File: src/design/cpt_pkg.sv
// Shared types and constants for the collision pair test pipeline.
// Used by every module of the block; depends on nothing else.
package cpt_pkg;

  localparam int COORD_WIDTH_DEF = 16;
  localparam int NUM_MUL         = 8;

  typedef enum logic [1:0] {
    FUNC_SEG      = 2'd0,
    FUNC_CIRCLE   = 2'd1,
    FUNC_BOX      = 2'd2,
    FUNC_CIRC_BOX = 2'd3
  } func_t;

  // Per-stage load enables, one per pipeline register stage.
  typedef struct packed {
    logic s1;
    logic s2;
    logic s3;
    logic s4;
    logic s5;
  } cpt_adv_t;

  // Side information that travels with each request next to the products.
  typedef struct packed {
    func_t      func;
    logic       box_hit;
    logic       s_neg;
    logic       r_nonpos;
    logic [3:0] on_seg;
  } cpt_side_t;

endpackage

File: src/design/cpt_prep.sv
// Front end of the collision pipeline: differences and box tests (stage 1),
// then clamps and multiplier operand selection (stage 2). Uses cpt_pkg.
module cpt_prep
  import cpt_pkg::*;
#(
  parameter int COORD_WIDTH = COORD_WIDTH_DEF
) (
  input  logic                            clk,
  input  cpt_adv_t                        adv,
  input  func_t                           func,
  input  logic [8*COORD_WIDTH-1:0]        points,
  output cpt_side_t                       side_r,
  output logic signed [COORD_WIDTH+2:0]   op_a_r [NUM_MUL],
  output logic signed [COORD_WIDTH+2:0]   op_b_r [NUM_MUL]
);

  localparam int W  = COORD_WIDTH;
  localparam int OW = COORD_WIDTH + 3;

  logic signed [W-1:0] ax, ay, bx, by, cx, cy, dx, dy;

  assign ax = $signed(points[0*W +: W]);
  assign ay = $signed(points[1*W +: W]);
  assign bx = $signed(points[2*W +: W]);
  assign by = $signed(points[3*W +: W]);
  assign cx = $signed(points[4*W +: W]);
  assign cy = $signed(points[5*W +: W]);
  assign dx = $signed(points[6*W +: W]);
  assign dy = $signed(points[7*W +: W]);

  // True when q lies between p and r, whichever of the two is larger.
  function automatic logic btw(input logic signed [W-1:0] p,
                               input logic signed [W-1:0] q,
                               input logic signed [W-1:0] r);
    return (q <= p || q <= r) && (q >= p || q >= r);
  endfunction

  // Stage 1 next values.
  logic signed [OW-1:0] d_ba_x_nxt, d_ba_y_nxt, d_cb_x_nxt, d_cb_y_nxt;
  logic signed [OW-1:0] d_db_x_nxt, d_db_y_nxt, d_dc_x_nxt, d_dc_y_nxt;
  logic signed [OW-1:0] d_ad_x_nxt, d_ad_y_nxt, d_bd_x_nxt, d_bd_y_nxt;
  logic signed [OW-1:0] rsum_nxt, r2_nxt;
  logic signed [OW-1:0] dlo_x_nxt, dhi_x_nxt, dlo_y_nxt, dhi_y_nxt;
  logic signed [OW-1:0] b1_lo_x, b1_hi_x, b2_lo_x, b2_hi_x;
  logic signed [OW-1:0] b1_lo_y, b1_hi_y, b2_lo_y, b2_hi_y;
  cpt_side_t            side1_nxt;

  // Stage 1 registers.
  logic signed [OW-1:0] d_ba_x_r, d_ba_y_r, d_cb_x_r, d_cb_y_r;
  logic signed [OW-1:0] d_db_x_r, d_db_y_r, d_dc_x_r, d_dc_y_r;
  logic signed [OW-1:0] d_ad_x_r, d_ad_y_r, d_bd_x_r, d_bd_y_r;
  logic signed [OW-1:0] rsum_r, r2_r;
  logic signed [OW-1:0] dlo_x_r, dhi_x_r, dlo_y_r, dhi_y_r;
  logic                 cross_x_r, cross_y_r;
  cpt_side_t            side1_r;

  always_comb begin
    d_ba_x_nxt = OW'(bx) - OW'(ax);
    d_ba_y_nxt = OW'(by) - OW'(ay);
    d_cb_x_nxt = OW'(cx) - OW'(bx);
    d_cb_y_nxt = OW'(cy) - OW'(by);
    d_db_x_nxt = OW'(dx) - OW'(bx);
    d_db_y_nxt = OW'(dy) - OW'(by);
    d_dc_x_nxt = OW'(dx) - OW'(cx);
    d_dc_y_nxt = OW'(dy) - OW'(cy);
    d_ad_x_nxt = OW'(ax) - OW'(dx);
    d_ad_y_nxt = OW'(ay) - OW'(dy);
    d_bd_x_nxt = OW'(bx) - OW'(dx);
    d_bd_y_nxt = OW'(by) - OW'(dy);
    rsum_nxt   = OW'(cx) + OW'(cy);
    r2_nxt     = OW'(dx) + OW'(dx);

    // Box bounds in doubled coordinates, so half sizes stay integer.
    b1_lo_x = OW'(ax) + OW'(ax) - OW'(cx);
    b1_hi_x = OW'(ax) + OW'(ax) + OW'(cx);
    b2_lo_x = OW'(bx) + OW'(bx) - OW'(dx);
    b2_hi_x = OW'(bx) + OW'(bx) + OW'(dx);
    b1_lo_y = OW'(ay) + OW'(ay) - OW'(cy);
    b1_hi_y = OW'(ay) + OW'(ay) + OW'(cy);
    b2_lo_y = OW'(by) + OW'(by) - OW'(dy);
    b2_hi_y = OW'(by) + OW'(by) + OW'(dy);

    // Box bounds relative to the doubled circle center.
    dlo_x_nxt = b1_lo_x - OW'(bx) - OW'(bx);
    dhi_x_nxt = b1_hi_x - OW'(bx) - OW'(bx);
    dlo_y_nxt = b1_lo_y - OW'(by) - OW'(by);
    dhi_y_nxt = b1_hi_y - OW'(by) - OW'(by);

    side1_nxt.func      = func;
    side1_nxt.box_hit   = (b1_lo_x <= b2_hi_x) && (b1_hi_x >= b2_lo_x) &&
                          (b1_lo_y <= b2_hi_y) && (b1_hi_y >= b2_lo_y);
    side1_nxt.s_neg     = 1'b0;
    side1_nxt.r_nonpos  = dx[W-1] || (dx == '0);
    side1_nxt.on_seg[0] = btw(ax, cx, bx) && btw(ay, cy, by);
    side1_nxt.on_seg[1] = btw(ax, dx, bx) && btw(ay, dy, by);
    side1_nxt.on_seg[2] = btw(cx, ax, dx) && btw(cy, ay, dy);
    side1_nxt.on_seg[3] = btw(cx, bx, dx) && btw(cy, by, dy);
  end

  always_ff @(posedge clk) begin
    if (adv.s1) begin
      d_ba_x_r  <= d_ba_x_nxt;
      d_ba_y_r  <= d_ba_y_nxt;
      d_cb_x_r  <= d_cb_x_nxt;
      d_cb_y_r  <= d_cb_y_nxt;
      d_db_x_r  <= d_db_x_nxt;
      d_db_y_r  <= d_db_y_nxt;
      d_dc_x_r  <= d_dc_x_nxt;
      d_dc_y_r  <= d_dc_y_nxt;
      d_ad_x_r  <= d_ad_x_nxt;
      d_ad_y_r  <= d_ad_y_nxt;
      d_bd_x_r  <= d_bd_x_nxt;
      d_bd_y_r  <= d_bd_y_nxt;
      rsum_r    <= rsum_nxt;
      r2_r      <= r2_nxt;
      dlo_x_r   <= dlo_x_nxt;
      dhi_x_r   <= dhi_x_nxt;
      dlo_y_r   <= dlo_y_nxt;
      dhi_y_r   <= dhi_y_nxt;
      cross_x_r <= cx[W-1];
      cross_y_r <= cy[W-1];
      side1_r   <= side1_nxt;
    end
  end

  // Stage 2: clamp offset and operand selection.
  logic signed [OW-1:0] cb_x, cb_y;
  logic signed [OW-1:0] op_a_nxt [NUM_MUL];
  logic signed [OW-1:0] op_b_nxt [NUM_MUL];
  cpt_side_t            side2_nxt;

  always_comb begin
    // Clamped point minus circle center; bounds that cross clamp to the low one.
    if (cross_x_r || (!dlo_x_r[OW-1] && dlo_x_r != '0)) begin
      cb_x = dlo_x_r;
    end else if (dhi_x_r[OW-1]) begin
      cb_x = dhi_x_r;
    end else begin
      cb_x = '0;
    end
    if (cross_y_r || (!dlo_y_r[OW-1] && dlo_y_r != '0)) begin
      cb_y = dlo_y_r;
    end else if (dhi_y_r[OW-1]) begin
      cb_y = dhi_y_r;
    end else begin
      cb_y = '0;
    end

    for (int i = 0; i < NUM_MUL; i++) begin
      op_a_nxt[i] = '0;
      op_b_nxt[i] = '0;
    end

    case (side1_r.func)
      FUNC_SEG: begin
        op_a_nxt[0] = d_ba_y_r; op_b_nxt[0] = d_cb_x_r;
        op_a_nxt[1] = d_ba_x_r; op_b_nxt[1] = d_cb_y_r;
        op_a_nxt[2] = d_ba_y_r; op_b_nxt[2] = d_db_x_r;
        op_a_nxt[3] = d_ba_x_r; op_b_nxt[3] = d_db_y_r;
        op_a_nxt[4] = d_dc_y_r; op_b_nxt[4] = d_ad_x_r;
        op_a_nxt[5] = d_dc_x_r; op_b_nxt[5] = d_ad_y_r;
        op_a_nxt[6] = d_dc_y_r; op_b_nxt[6] = d_bd_x_r;
        op_a_nxt[7] = d_dc_x_r; op_b_nxt[7] = d_bd_y_r;
      end
      FUNC_CIRCLE: begin
        op_a_nxt[0] = rsum_r;   op_b_nxt[0] = rsum_r;
        op_a_nxt[1] = d_ba_x_r; op_b_nxt[1] = d_ba_x_r;
        op_a_nxt[2] = d_ba_y_r; op_b_nxt[2] = d_ba_y_r;
      end
      FUNC_CIRC_BOX: begin
        op_a_nxt[0] = r2_r; op_b_nxt[0] = r2_r;
        op_a_nxt[1] = cb_x; op_b_nxt[1] = cb_x;
        op_a_nxt[2] = cb_y; op_b_nxt[2] = cb_y;
      end
      default: begin
      end
    endcase

    side2_nxt       = side1_r;
    side2_nxt.s_neg = rsum_r[OW-1];
  end

  always_ff @(posedge clk) begin
    if (adv.s2) begin
      for (int i = 0; i < NUM_MUL; i++) begin
        op_a_r[i] <= op_a_nxt[i];
        op_b_r[i] <= op_b_nxt[i];
      end
      side_r <= side2_nxt;
    end
  end

endmodule

File: config.mk
export PLATFORM = sky130hd
export DESIGN_NAME = cpt_prep
export DESIGN_NICKNAME = d
export VERILOG_FILES = /design/src/design/cpt_pkg.sv /design/src/design/cpt_prep.sv
export SDC_FILE = /design/constraint.sdc
export NUM_CORES = 2
export LEC_CHECK = 0
export ABC_AREA = 1
export BUFFER_PORTS_ARGS = -buffer_cell sky130_fd_sc_hd__buf_2
export CAP_MARGIN = 20
export CORE_ASPECT_RATIO = 0.8
export CORE_MARGIN = 2
export CORE_UTILIZATION = 55
export CTS_CLUSTER_DIAMETER = 60
export CTS_CLUSTER_SIZE = 10
export DETAILED_ROUTE_END_ITERATION = 10
export GPL_TIMING_DRIVEN = 0
export HOLD_SLACK_MARGIN = 0.12
export PLACE_DENSITY = 0.75
export SLEW_MARGIN = 0
export SYNTH_ARGS = -nofsm -noshare
export SYNTH_HDL_FRONTEND = slang
export SYNTH_SLANG_ARGS = --single-unit
File: constraint.sdc
create_clock -name clk -period 3.9 [get_ports clk]
set_input_delay 0.78 -clock clk [delete_from_list [all_inputs] [get_ports clk]]
set_output_delay 0.78 -clock clk [all_outputs]
set_load 0.02 [all_outputs]
==> results.md <==
* Net load switching power at ~9.2 mW
* Initial drt markers at 5570
* Routed length per instance at 26.2 um
* Vias in the first global route at roughly 36000
* Final slew viol count at 0
* Total GRT Usage at 42.1%
* Dpl cells at approximately 6700
* Sequential power share at ~36%
* R2R Path End: op_b_r[80]$_SDFFCE_PP0P_
* Final Cell Area at 0.0510 mm2
* Fin util at 63.5%
* Largest net degree at the start of global routing at about 130
* Initial antenna violation count at 16
* GP Congestion at 1.07
* Max-Cap Viols at 0
* Root Driver: clkbuf_16
* GR Util met3 at 18.0%
* Multi-input logic area at 0.0238 mm2
* First-pass GRT wire length at 249 mm
* Status: finished, violations left
* CP max stage cell: ha_1
* Peak supply drop at 377 uV
* CP max stage delay at 430 ps
* Flop-to-flop setup slack at 810 ps
* Sequential-to-total area share from yosys stat at about two fifths
* Vias per Instance at 5.91
* Max Root-Sink Buffers at 3
* DR pass1 iterations at 6
* Worst EP required at 4390 ps
* Worst-skew pair later-pin latency at between 600 and 700 ps
* Gr ovfl total at 0
* RSZ-0062 raised after global routing: true
* R2R Path Start: side1_r[8]$_DFFE_PP_
* Largest fanout on the critical path at 6
* Hold slack at 324 ps
* Commonest non-fill, non-tap cell in the layout: nand2_1
* Clock skew at 33.5 ps
* Failing checks: setup timing
* Final worst path period need at 4100 ps
* PwrDens at around 460 mW/mm2
* CTS Buf Count at 71
* Internal at roughly 14 mW
* Slack of the critical path at -201 ps
* CTS tree: done
* Fmax at 244 MHz
* Die extent in y at 258 um
* Register clock-pin slew on the reported worst setup and hold paths at ~60 ps
* Slew headroom at about a quarter
* Fin Setup TNS at -303 ps
* Fillers at 6934
* Placed Area at around 0.048 mm2
* Final non-filler cell total at 6809
* Hold wc startpoint: func[1]
* R2r worst-path depth at 5
* Critical Path Source: points[86]
* Mapped Area at 0.0445 mm2
* Kind of end point of the critical path: register
* PortBufs at between 400 and 500
* Share of cells above drive strength 1 at about 15%
* Post-Syn Nets at slightly below 6000
* Crit Path Class: in -> reg
* Drt drc at 0
* Nets at 6406
* P&R area growth vs syn at 14.6%
* YS warnings at 0
* Synthesized instance count at 5195
* Comb power frac at 37.5%
* Top-Level Pins at approximately 450
* Routed WL at about 180 mm
* Crit path to: side1_r[6]$_DFFE_PP_
* Post-synth EDFFs at 575
* Cell variety after synth at 69
* Die ar. at 0.0832 mm2
* Worst Path Arrival at 4590 ps
* Row cnt at 93
* # clock sinks at 575
* Antenna viol nets, final at 0
* Seq cells post-synth at 575
* # setup viols final at 3
* Most frequent cells in the layout: nand2_1 (1108), inv_1 (738), edfxtp_1 (575)
* Initial Utilization at 55.4%
* Final Cycle Share at 105%
* Slew @ Worst Pin at approximately 1100 ps
* DIE WIDTH at 322 um
* Hold Crit Class: in -> reg
* Leakage Power at between 20 and 30 nW
* Cts hold-fix bufs at 0
* Clk pwr share at 26.0%
* Most common flop cell mapped by yosys: edfxtp_1
* Routing usage on met2 at 53.3%
* FF/Latch Area at 0.0173 mm2
* Sw frac at 39.2%
* Crit path top cell by count: nand2_1
* DP Wirelength at roughly 150 mm
* Via count at approximately 40000
* Worst Setup Start Kind: input port
* Pre-CTS setup slack at -1820 ps
* Total Power at 23.5 mW
* Syn_area_per_cell at 8.56 um2
* Crit-path cells: buf_2 > inv_1 > ha_1 > a21oi_1 > o21ai_0 > nand2_1 > nand3_1 > a21oi_4 > xor2_2 > ha_1 > nand2_1 > inv_1 > o21ai_0 > nand2_1 > a21oi_1 > nand4_1 > nand3_1 > nand3_2 > nor2_4
* GRT busiest layer: met1
* Met1 Usage GRT at between 60% and 70%
* Post-synthesis async set-or-reset flop share at 0%
* H-tree depth at 3
* Core area at 0.0803 mm2
* Hold Fails Final Rpt at 0
power by group through the flow:
stage | Combinational, mW | Clock [mW] | Sequential, mW
2_1_floorplan | 4.84 | 0 | 8.78
3_3_place_gp | 8.07 | 0 | 8.68
3_5_place_dp | 8.16 | 0 | 8.64
4_1_cts | 8.28 | 6.13 | 8.53
5_1_grt | 9.40 | 6.36 | 8.61
6_report | 8.81 | 6.11 | 8.55
sequential cells by signal, summed over array words and instances, names as in the netlist, 17 cells and up:
signal,cells
dlo_x_r,19
d_dc_y_r,17
d_dc_x_r,17
d_cb_y_r,17
d_ba_y_r,17
d_db_x_r,17
dlo_y_r,19
op_b_r,139
op_a_r,106
dhi_x_r,19
rsum_r,17
d_ad_x_r,17
d_cb_x_r,17
d_ad_y_r,17
dhi_y_r,19
d_ba_x_r,17
d_db_y_r,17
Yosys cell counts (all sizes together), types with 4 or more instances:
cell type	instances	area share, %
nor4	25	0.39
a211oi	14	0.27
a31oi	26	0.37
nand3b	51	0.87
inv	764	6.4
nor2	440	3.7
a21boi	15	0.29
o211ai	10	0.20
fa	23	1.0
o31ai	4	0.068
nand2	1131	9.7
xor2	290	5.7
xnor2	73	1.4
clkbuf	32	0.40
nand3	196	2.3
nand4	48	0.69
buf	126	1.9
a22o	17	0.33
o21bai	67	1.2
a21o	47	0.80
ha	510	14
nor3	59	0.71
edfxtp	575	39
o21ai	223	2.7
o21a	6	0.10
a21oi	389	4.6
a221oi	7	0.17
cell type report:
| type | instances | share of cell area [%] |
|---|---|---|
| multi-input cells | 3696 | 46.7 |
| clock buffers | 73 | 3.50 |
| flip-flops and latches | 575 | 33.9 |
| inverters | 766 | 5.72 |
| repair buffers | 469 | 5.00 |
| diodes | 10 | 0.0491 |
| well taps | 1045 | 2.57 |
| plain buffers | 158 | 2.05 |
| clock inverters | 17 | 0.548 |
cells by family after synthesis:
family,Yosys count,share of synthesized area (%)
fa+ha+maj,533,15.4
xor+xnor,363,7.15
flops,575,38.8
buf+inv,924,8.81
compound gates,841,11.4
simple gates,1959,18.4
repair_timing:
item,in CTS,in global routing
resized for setup,38,75
endpoints found under the setup margin,25,26
setup buffers,8,11
pin swaps,2,8
hold endpoints to repair,0,0
worst max-delay path: cells and delay by family:
kind | cells | cell delay [ps]
adders and majority gates | 2 | 710
AOI/OAI and AO/OA | 5 | 1050
buffers and inverters | 3 | 490
xor gates and xnor gates | 1 | 240
and+or+nand+nor | 8 | 1300
metal layers:
layer  up-vias  share of wire, %
met4         6               3.1
met2      2701                37
li1      18328                 -
met5         -             0.020
met1     18884                44
met3       322                16
worst min path at each step:
stage | endpoint | depth (start not counted)
after floorplan | side_r[0]$_DFFE_PP_ | 0
after global placement | side_r[0]$_DFFE_PP_ | 0
after detailed placement | side_r[6]$_DFFE_PP_ | 0
after CTS | side1_r[8]$_DFFE_PP_ | 1
after global routing | side1_r[8]$_DFFE_PP_ | 1
final | side1_r[8]$_DFFE_PP_ | 1
No activity file was read; power rests on OpenSTA's default activity.
